==> src/rtl/stream_pattern_first_match_core_assert.svh <==
// ----------------------------------------------------------------------------
// Assertion macros for the stream pattern first-match core
// Clocked, reset-qualified property wrappers used at the end of the top level.
// ----------------------------------------------------------------------------
`ifndef STREAM_PATTERN_FIRST_MATCH_CORE_ASSERT_SVH
`define STREAM_PATTERN_FIRST_MATCH_CORE_ASSERT_SVH

// same-cycle implication
`define SPFM_ASSERT_NOW(label, clk, rst_n, ante, cons) \
	label: assert property (@(posedge clk) disable iff (!(rst_n)) (ante) |-> (cons)) \
		else $error("spfm: same-cycle check failed");

// next-cycle implication
`define SPFM_ASSERT_NEXT(label, clk, rst_n, ante, cons) \
	label: assert property (@(posedge clk) disable iff (!(rst_n)) (ante) |=> (cons)) \
		else $error("spfm: next-cycle check failed");

`endif

==> src/rtl/spfm_pkg.sv <==
// ----------------------------------------------------------------------------
// spfm_pkg
// Shared types and constants of the stream pattern first-match core.
// ----------------------------------------------------------------------------
`default_nettype none

package spfm_pkg;

	localparam int BYTE_W   = 8;
	localparam int OFFSET_W = 32;
	localparam int CFG_W    = 64;
	localparam int LEN_REG_W = 5;

	typedef enum logic [1:0] {
		REG_PATTERN_LOW    = 2'd0,
		REG_PATTERN_HIGH   = 2'd1,
		REG_PATTERN_LENGTH = 2'd2,
		REG_REPORT_END     = 2'd3
	} cfg_reg_t;

	// broadcast to every cell of the row
	typedef struct packed {
		logic              clear;
		logic              step;
		logic [BYTE_W-1:0] data;
	} cell_ctrl_t;

endpackage

`default_nettype wire

==> src/rtl/stream_pattern_first_match_core.sv <==
// Finds the first occurrence of a configured pattern of up to PATTERN_BYTES
// bytes in a byte stream and returns one result per stream: found with the
// offset of the match start (or just past its end, per report_end), or not
// found at stream end; the rest of a stream after a match is dropped. One input
// transaction is taken every clock while s_tready is high; its result goes to the
// main output register, or to the skid register while main holds an untaken result.
// Cells and byte counter give match and offset combinationally. A two-entry output
// buffer lets input continue while a result waits; s_tready falls only when both
// entries hold results. Configuration must be written while the block is idle (not enforced).
// ----------------------------------------------------------------------------
// stream_pattern_first_match_core
// Shift-and exact string match over a row of byte-compare cells.
// ----------------------------------------------------------------------------
`default_nettype none

module stream_pattern_first_match_core #(
	parameter int PATTERN_BYTES = 16,
	parameter int OFFSET_BITS   = 32
) (
	input  wire logic                              clk,
	input  wire logic                              arst_n,
	// configuration
	input  wire logic                              cfg_we,
	input  wire logic [1:0]                        cfg_index,
	input  wire logic [spfm_pkg::CFG_W-1:0]        cfg_data,
	// input stream
	input  wire logic                              s_tvalid,
	output logic                                   s_tready,
	input  wire logic [spfm_pkg::BYTE_W-1:0]       s_tdata,  // [7:0] data_byte
	input  wire logic [1:0]                        s_tuser,  // [0] carries_byte, [1] starts_stream
	input  wire logic                              s_tlast,  // ends_stream
	// result stream
	output logic                                   m_tvalid,
	input  wire logic                              m_tready,
	output logic [spfm_pkg::OFFSET_W-1:0]          m_tdata,  // [31:0] offset
	output logic                                   m_tuser   // [0] found
);

	`include "stream_pattern_first_match_core_assert.svh"

	localparam int BW    = spfm_pkg::BYTE_W;
	localparam int OUT_W = spfm_pkg::OFFSET_W;
	localparam int LEN_W = $clog2(PATTERN_BYTES + 1);
	localparam int LRW   = spfm_pkg::LEN_REG_W;

	// configuration state
	logic [BW-1:0]            pat_q [PATTERN_BYTES];
	logic [LEN_W-1:0]         len_q;
	logic [PATTERN_BYTES-1:0] en_q;
	logic [PATTERN_BYTES-1:0] last_q;
	logic                     report_end_q;
	logic [LEN_W-1:0]         len_new;
	logic [LRW-1:0]           len_raw;

	assign len_raw = cfg_data[LRW-1:0];

	always_comb begin
		if (len_raw == '0) begin
			len_new = LEN_W'(1);
		end else if (32'(len_raw) > 32'(PATTERN_BYTES)) begin
			len_new = LEN_W'(PATTERN_BYTES);
		end else begin
			len_new = LEN_W'(len_raw);
		end
	end

	always_ff @(posedge clk or negedge arst_n) begin
		if (!arst_n) begin
			for (int i = 0; i < PATTERN_BYTES; i++) begin
				pat_q[i]  <= '0;
				en_q[i]   <= (i == 0);
				last_q[i] <= (i == 0);
			end
			len_q        <= LEN_W'(1);
			report_end_q <= 1'b0;
		end else if (cfg_we) begin
			case (cfg_index)
				spfm_pkg::REG_PATTERN_LOW: begin
					for (int i = 0; i < PATTERN_BYTES; i++) begin
						if (i < 8) begin
							pat_q[i] <= cfg_data[(i % 8) * BW +: BW];
						end
					end
				end
				spfm_pkg::REG_PATTERN_HIGH: begin
					for (int i = 0; i < PATTERN_BYTES; i++) begin
						if (i >= 8) begin
							pat_q[i] <= cfg_data[(i % 8) * BW +: BW];
						end
					end
				end
				spfm_pkg::REG_PATTERN_LENGTH: begin
					len_q <= len_new;
					for (int i = 0; i < PATTERN_BYTES; i++) begin
						en_q[i]   <= (i < int'(len_new));
						last_q[i] <= (i == int'(len_new) - 1);
					end
				end
				spfm_pkg::REG_REPORT_END: begin
					report_end_q <= cfg_data[0];
				end
				default: begin
				end
			endcase
		end
	end

	// input decode
	logic accept, has_byte, start, fin;
	logic done_q, done_eff;
	logic [OFFSET_BITS-1:0] cnt_q, cnt_eff, cnt_next;
	spfm_pkg::cell_ctrl_t ctrl;

	assign accept   = s_tvalid & s_tready;
	assign has_byte = s_tuser[0];
	assign start    = s_tuser[1];
	assign fin      = s_tlast;
	assign done_eff = done_q & ~start;
	assign cnt_eff  = start ? '0 : cnt_q;
	assign cnt_next = (cnt_eff == '1) ? cnt_eff : cnt_eff + OFFSET_BITS'(1);

	assign ctrl.clear = accept & start;
	assign ctrl.step  = accept & ~done_eff & has_byte;
	assign ctrl.data  = s_tdata;

	// row of cells
	logic [PATTERN_BYTES-1:0] pm_q, hit_vec, prev_vec;

	for (genvar g = 0; g < PATTERN_BYTES; g++) begin : g_cell
		if (g == 0) begin : g_head
			assign prev_vec[g] = 1'b1;
		end else begin : g_body
			assign prev_vec[g] = pm_q[g-1] & ~ctrl.clear;
		end
		spfm_cell u_cell (
			.clk     (clk),
			.arst_n  (arst_n),
			.ctrl    (ctrl),
			.pat_byte(pat_q[g]),
			.enable  (en_q[g]),
			.is_last (last_q[g]),
			.prev    (prev_vec[g]),
			.state_q (pm_q[g]),
			.hit     (hit_vec[g])
		);
	end

	// result
	logic match, push, res_found;
	logic [OFFSET_BITS-1:0] len_ext, off_full;
	logic [OUT_W-1:0] res_off;

	assign match     = ctrl.step & (|hit_vec);
	assign push      = accept & ~done_eff & (match | fin);
	assign res_found = match;
	assign len_ext   = OFFSET_BITS'(len_q);

	always_comb begin
		if (report_end_q) begin
			off_full = cnt_next;
		end else if (cnt_next >= len_ext) begin
			off_full = cnt_next - len_ext;
		end else begin
			off_full = '0;
		end
	end

	assign res_off = res_found ? OUT_W'(off_full) : '0;

	always_ff @(posedge clk or negedge arst_n) begin
		if (!arst_n) begin
			done_q <= 1'b0;
			cnt_q  <= '0;
		end else if (accept) begin
			done_q <= done_eff | push;
			if (ctrl.step) begin
				cnt_q <= cnt_next;
			end else if (start) begin
				cnt_q <= '0;
			end
		end
	end

	// two-entry output buffer: main register and skid register
	logic             main_q, skid_q, pop;
	logic             main_found_q, skid_found_q;
	logic [OUT_W-1:0] main_off_q, skid_off_q;

	assign pop      = main_q & m_tready;
	assign s_tready = ~skid_q;

	always_ff @(posedge clk or negedge arst_n) begin
		if (!arst_n) begin
			main_q <= 1'b0;
			skid_q <= 1'b0;
		end else if (skid_q) begin
			if (pop) begin
				skid_q <= 1'b0;
			end
		end else if (push) begin
			if (main_q && !pop) begin
				skid_q <= 1'b1;
			end else begin
				main_q <= 1'b1;
			end
		end else if (pop) begin
			main_q <= 1'b0;
		end
	end

	always_ff @(posedge clk) begin
		if (skid_q) begin
			if (pop) begin
				main_found_q <= skid_found_q;
				main_off_q   <= skid_off_q;
			end
		end else if (push) begin
			if (main_q && !pop) begin
				skid_found_q <= res_found;
				skid_off_q   <= res_off;
			end else begin
				main_found_q <= res_found;
				main_off_q   <= res_off;
			end
		end
	end

	assign m_tvalid = main_q;
	assign m_tdata  = main_off_q;
	assign m_tuser  = main_found_q;

	// checks
	`SPFM_ASSERT_NOW(a_skid_implies_main, clk, arst_n, skid_q, main_q)
	`SPFM_ASSERT_NOW(a_notfound_zero, clk, arst_n, main_q && !main_found_q, main_off_q == '0)
	`SPFM_ASSERT_NEXT(a_result_sets_done, clk, arst_n, push, done_q)
	`SPFM_ASSERT_NOW(a_done_blocks, clk, arst_n, accept && done_q && !start, !push)

endmodule

`default_nettype wire

==> src/rtl/spfm_cell.sv <==
// ----------------------------------------------------------------------------
// spfm_cell
// One pattern position: compares the stream byte with its pattern byte and
// keeps one bit of the shift-and partial-match vector.
// ----------------------------------------------------------------------------
`default_nettype none

module spfm_cell (
	input  wire logic                           clk,
	input  wire logic                           arst_n,
	input  wire spfm_pkg::cell_ctrl_t           ctrl,
	input  wire logic [spfm_pkg::BYTE_W-1:0]    pat_byte,
	input  wire logic                           enable,
	input  wire logic                           is_last,
	input  wire logic                           prev,
	output logic                                state_q,
	output logic                                hit
);

	logic next_bit;

	// prev is the neighbour's bit, already cleared for a stream start
	assign next_bit = prev & enable & (ctrl.data == pat_byte);
	assign hit      = next_bit & is_last;

	always_ff @(posedge clk or negedge arst_n) begin
		if (!arst_n) begin
			state_q <= 1'b0;
		end else if (ctrl.step) begin
			state_q <= next_bit;
		end else if (ctrl.clear) begin
			state_q <= 1'b0;
		end
	end

endmodule

`default_nettype wire
==> config.mk <==
export PLATFORM = sky130hd
export DESIGN_NAME = stream_pattern_first_match_core
export DESIGN_NICKNAME = d
export VERILOG_FILES = /design/src/rtl/spfm_pkg.sv /design/src/rtl/stream_pattern_first_match_core.sv /design/src/rtl/spfm_cell.sv
export VERILOG_INCLUDE_DIRS = /design/src /design/src/rtl
export SDC_FILE = /design/constraint.sdc
export NUM_CORES = 1
export LEC_CHECK = 0
export ABC_AREA = 1
export ABC_CLOCK_PERIOD_IN_PS = 12450
export BUFFER_PORTS_ARGS = -buffer_cell sky130_fd_sc_hd__buf_4
export CORE_ASPECT_RATIO = 1.4
export CORE_MARGIN = 4
export CORE_UTILIZATION = 33
export CTS_BUF_LIST = sky130_fd_sc_hd__clkbuf_16
export DETAILED_ROUTE_END_ITERATION = 7
export GPL_TIMING_DRIVEN = 0
export HOLD_SLACK_MARGIN = 0.05
export SYNTH_ARGS = -nofsm -noshare
export SYNTH_HDL_FRONTEND = slang
export SYNTH_HIERARCHICAL = 1
export SYNTH_SLANG_ARGS = --single-unit
==> constraint.sdc <==
create_clock -name clk -period 12.45 [get_ports clk]
set_clock_uncertainty 0.05 [all_clocks]
set_input_delay 0.6225 -clock clk [delete_from_list [all_inputs] [get_ports clk]]
set_output_delay 0.6225 -clock clk [all_outputs]
set_load 0.02 [all_outputs]
==> impl_metrics.ini, run 1 <==
[drt]
antenna_left = 0
highest_layer = met4
routed_via_density = 4.66
m1WireLength_mm = 20.5
met2_length_mm = 27.5
post_drt_wl_per_cell_um = 16.6
wirelength_mm = 52.5
dr.pass1.iters = 5
route.detailed.drc = 0
wl_met3_mm = 1.97
drtIter0Drc = 701
dr_total_vias = 14700

[worst_setup_path]
crit_slowest_cell = a21oi_1
cp.required_ns = 12.73
crit_fanout = 10
cp.buffers_inverters = 6
critPathCaptureType = flop
cp-start-kind = flop
path_delay_family = simple AND/OR/NAND/NOR gates
cp_data_arrival_time_ns = 6.52
critPathKind = reg -> reg
critical_path.max_stage_delay_ns = 0.55
path_common_cell = nor2_1

[cells_and_area]
multiInputGateArea_um2 = 7080
drive_above_1_share_pct = 10.3
regArea_um2 = 7370
fillers = 5209
area_growth_pct = 17.8
num_antenna_cells = 0
final_net_count = 2590
final_area_um2 = 19300

[synthesis]
netlist_instances = 2349
yosys_warnings = 6
syn_area_per_cell_um2 = 6.98
syn_area_um2 = 16400
synth_fp_nets = 2438

[floorplan]
core_um2 = 49100
die_area_um2 = 53300
initial_core_util_pct = 33.4
die-height_um = 272
rows = 96
fp.dieW_um = 196
io_pins = 117

[power]
leakage_uw = 0.0101
vdd_drop_max_uv = 99.2
power_uw = 2600
p_per_area_nw_per_um2 = 135

[sta]
finalHoldViolCount = 0
finalSetupViolCount = 0
fin_tns_setup_ns = 0
finalCritPeriodShare_pct = 50.1
max_slew_margin_pct = 30.6
fin_crit_ns = 6.24
slew_violations = 0
rsz0062_at_grt = no
clock.fmax_mhz = 160
max_slew.worst_pin.slew_ns = 1.04

[global_routing]
antenna_found_initial = 0
grt_pass1_wl_mm = 81.6
grt_use_total_pct = 19.4
grt_max_degree = 117
grt_pass1_vias = 14600
overflow = 0

[clock_tree]
cts.htree.levels = 1
cts.path.max_buffers = 3
cts_buffers = 30
cts-root-buf = clkbuf_16
post_cts_buffers = 0
cts_tree = done
cts_hold_buf = 1
cts.reportedPaths.clkPinSlew_ns = 0.07
clk_latency_ns = 0.59
cts-resized-gates = 0
cts.sinks = 281

[job]
cap_viol_max_count = 0

[placed_design]
placed_cell_area_um2 = 18200
portBuffers = 115
hpwlAfterDp_mm = 40.3
globalplace.congestion = 0.956

[run_status]
outcome = completed

[hold_path]
worst_hold_path_type = in -> reg
==> flip-flops by register name, summed over array words and instances (netlist names), 5 cells and up <==
signal                 flops
skid_off_q                32
last_q                    16
pat_q                    128
m_tdata                   32
en_q                      15
g_cell.u_cell/state_q     15
len_q                      5
cnt_q                     32
==> layer usage <==
metal | vias up | global-route usage (%)
li1 | 7440 | -
met1 | 6867 | 22.2
met2 | 315 | 36.2
met3 | 108 | 2.18
met4 | 0 | 8.36
met5 | - | 0
==> tightest hold or removal path, cell delays in order <==
cell and delay, ns:
buf_4 0.10, inv_1 0.05, o21ai_0 0.07
==> final cells by class <==
| class | count | area share, % |
|---|---|---|
| repair buffers | 120 | 5.03 |
| flip-flops and latches | 281 | 38.1 |
| well taps | 637 | 4.13 |
| plain buffers | 63 | 1.59 |
| clock inverters | 25 | 1.85 |
| inverters | 440 | 8.59 |
| clock buffers | 31 | 4.02 |
| multi-input cells | 1565 | 36.6 |
==> final timing paths <==
path                              startpoint           to  slack (ns)  cells past startpoint
worst min-delay path            cfg_data[40]    pat_q[16]        0.26                      3
worst max register to register      cnt_q[0]  m_tdata[27]        6.21                     28
worst max-delay path                cnt_q[0]  m_tdata[27]        6.21                     28
worst min register to register    last_q[11]   last_q[11]        0.43                      2
max in group asynchronous             arst_n     cnt_q[8]       10.74                      4
min in group asynchronous             arst_n    pat_q[36]        0.35                      2
==> cell usage in the layout, fill, tap and decap left out, types with 8 or more instances in the layout <==
master	count
nand3_1	139
inv_1	437
nand2_1	802
buf_4	119
edfxtp_1	66
bufinv_16	8
xnor2_1	39
dfrtp_1	212
o31ai_1	8
o21ai_0	204
or2_2	18
xor2_1	16
nor2_2	24
nand3b_1	8
a21oi_1	12
nand4_1	10
nor2_1	234
clkbuf_1	47
clkbuf_16	31
==> where the power goes <==
part / leakage (uW) / internal (uW) / switching, uW
Clock: 0.000532 / 621 / 407
Combinational: 0.00612 / 168 / 301
Sequential: 0.00342 / 1040 / 66.7
Total: 0.0101 / 1830 / 775
==> stage by stage <==
stage	std cells	hold slack, ns	util [%]	setup slack, ns
6_report	3162	0.262	39.3	6.21
5_1_grt	3162	0.263	39.3	5.97
4_1_cts	3162	0.238	39.3	6.17
3_5_place_dp	3105	0.350	37.0	5.82
3_3_place_gp	3101	0.412	36.7	4.94
2_1_floorplan	2349	0.277	-	7.38
Power figures use the tool's default switching activity.
==> run 2: changes to the inputs <==
--- a/config.mk
+++ b/config.mk
@@ -7,7 +7,7 @@
 export NUM_CORES = 1
 export LEC_CHECK = 0
 export ABC_AREA = 1
-export ABC_CLOCK_PERIOD_IN_PS = 12450
+export ABC_CLOCK_PERIOD_IN_PS = 5600
 export BUFFER_PORTS_ARGS = -buffer_cell sky130_fd_sc_hd__buf_4
 export CORE_ASPECT_RATIO = 1.4
 export CORE_MARGIN = 4
==> constraint.sdc (replaced) <==
create_clock -name clk -period 5.6 [get_ports clk]
set_clock_uncertainty 0.05 [all_clocks]
set_input_delay 0.28 -clock clk [delete_from_list [all_inputs] [get_ports clk]]
set_output_delay 0.28 -clock clk [all_outputs]
set_load 0.02 [all_outputs]
==> run 2 against run 1 <==
Fmax increased by 16%. Count of clock-buffer cells in the layout unchanged. Setup slack got worse by 6.0 ns. Sequential power increased by 120%. Flip-flop and latch count unchanged. Final area increased by 4.0%. Non-clock buffer count increased by 70. Die area unchanged. Largest power group unchanged. Cell count increased by 2.3%. Core utilization increased by 1.6 points. Highest routed layer unchanged. Critical path depth unchanged. Largest cell class unchanged.
==> impl_metrics.ini, run 2 (synthesis gave the netlist of run 1 again) <==
[run_status]
outcome = completed

[placed_design]
hpwlAfterDp_mm = 40.3
portBuffers = 115
globalplace.congestion = 0.956
placed_cell_area_um2 = 18200

[worst_setup_path]
cp-start-kind = flop
crit_slowest_cell = dfrtp_1
critical_path.startpoint = cnt_q[0]
endpoint = m_tdata[27]
r2r_slack_ns = 0.24
cp.required_ns = 5.89
crit_fanout = 10
worstRegToRegCells = 28
r2r-end = m_tdata[27]
cp_data_arrival_time_ns = 5.65
critPathKind = reg -> reg
critical_path.max_stage_delay_ns = 0.40
critPathCaptureType = flop
worstReg2RegStart = cnt_q[0]
path_common_cell = nand2_1

[power]
leakage_uw = 0.0104
combPwrFrac_pct = 19.0
p_switching_uw = 1750
power.internal_uw = 4100
seqPwrFrac_pct = 41.8
p_per_area_nw_per_um2 = 292
power.share.switching_pct = 29.9
vdd_drop_max_uv = 223
clkPwrFrac_pct = 39.2

[sta]
finalCritPeriodShare_pct = 95.8
slew_violations = 0
rsz0062_at_grt = no
finalHoldViolCount = 0
finalSetupViolCount = 0
fin_crit_ns = 5.36
max_slew_margin_pct = 44.1
max_slew.worst_pin.slew_ns = 0.838
fin_tns_setup_ns = 0
clock.fmax_mhz = 186

[drt]
dr.pass1.iters = 5
drtIter0Drc = 774
wirelength_mm = 53.8
post_drt_wl_per_cell_um = 16.6
antenna_left = 0
dr_total_vias = 15100
route.detailed.drc = 0
routed_via_density = 4.68

[clock_tree]
cts_buffers = 30
cts.sinks = 281
cts.reportedPaths.clkPinSlew_ns = 0.06
cts_tree = done
cts.htree.levels = 1
clk_latency_ns = 0.59
cts-root-buf = clkbuf_16
cts.path.max_buffers = 3

[cells_and_area]
layout_commonest_cell = nand2_1
top_register = pat_q
largest_reg_flops = 128
final_net_count = 2662
final_area_um2 = 20100
layout_common_cells = 801 x nand2_1, 437 x inv_1, 230 x nor2_1
num_antenna_cells = 0
drive_above_1_share_pct = 10.6
fillers = 5134
area_growth_pct = 22.6

[floorplan]
core_um2 = 49100
rows = 96
die-height_um = 272
die_area_um2 = 53300
io_pins = 117
initial_core_util_pct = 33.4
fp.dieW_um = 196

[global_routing]
antenna_found_initial = 0
grt_pass1_wl_mm = 83.2
grt_pass1_vias = 15000
grt_use_total_pct = 19.8
grt_max_degree = 117
overflow = 0

[hold_path]
worst_hold_path_type = in -> reg

[job]
cap_viol_max_count = 0
-- run 2: cell count changes in the layout (fill, tap and decap cells not counted), moves of 2 or more --
cell and change:
clkbuf_2 +3, nor2_4 +3, buf_12 +2, dlygate4sd3_1 +67, nor2_1 -4, nor2_2 +3
clkbuf_1 -3
-- run 2: critical path, delay by kind of cell (launching register included) --
family                     cells  cell delay [ns]
and+or+nand+nor               19             2.89
DFF                            1             0.40
AOI/OAI and AO/OA              1             0.24
adders and majority gates      2             0.56
buffers and inverters          6             0.98
-- run 2: repair_timing --
action / CTS / global route
setup endpoints to repair: 91 / 86
endpoints found under the hold margin: 244 / 0
gates resized for setup: 9 / 7
buffers inserted: 0 / 3
hold buffers: 68 / 0
pin swaps: 0 / 3
cloned: 1 / 1
-- run 2: how the worst min path moves through the flow --
stage          cells past startpoint           end    startpoint  slack, ns
2_1_floorplan                      0      cnt_q[0]        arst_n      -0.07
3_3_place_gp                       2    last_q[15]    last_q[15]       0.41
3_5_place_dp                       1     pat_q[36]        arst_n      0.008
4_1_cts                            3  report_end_q  cfg_index[0]       0.12
5_1_grt                            3  report_end_q  cfg_index[0]       0.14
6_report                           3  report_end_q  cfg_index[0]       0.15
-- run 2: per-stage QoR --
step / power [uW] / std cells / hold WS, ns / utilization [%] / worst slack (ns)
after floorplan: 3120 / 2349 / -0.0656 / - / 0.840
after global placement: 3500 / 3101 / 0.412 / 36.7 / -1.73
after detailed placement: 3540 / 3105 / 0.00769 / 37.0 / -0.684
after CTS: 5900 / 3230 / 0.116 / 40.8 / 0.000891
after global routing: 6160 / 3234 / 0.139 / 40.9 / 0.0115
final: 5860 / 3234 / 0.151 / 40.9 / 0.237
-- run 2: power by group through the flow --
stage	registers (uW)	logic (uW)	clock network, uW
3_3_place_gp	2480	1020	0
2_1_floorplan	2470	655	0
5_1_grt	2470	1260	2420
3_5_place_dp	2490	1050	0
4_1_cts	2450	1110	2340
6_report	2450	1110	2290
-- run 2: cell type report --
| cell class | count | area (um2) | area share [%] |
|---|---|---|---|
| Buffer | 63 | 310 | 1.54 |
| Inverter | 440 | 1660 | 8.26 |
| Multi-Input combinational cell | 1567 | 7140 | 35.5 |
| Sequential cell | 281 | 7370 | 36.7 |
| Tap cell | 637 | 797 | 3.97 |
| Timing Repair Buffer | 190 | 1690 | 8.41 |
| Clock buffer | 31 | 776 | 3.86 |
| Clock inverter | 25 | 358 | 1.78 |
-- run 2: layer usage --
metal	track usage [%]	vias to the layer above	routed length, um
met4	8.58	0	2640
met1	22.7	7084	21100
met5	0	-	0
met3	2.06	111	1860
li1	-	7598	-
met2	36.9	329	28200
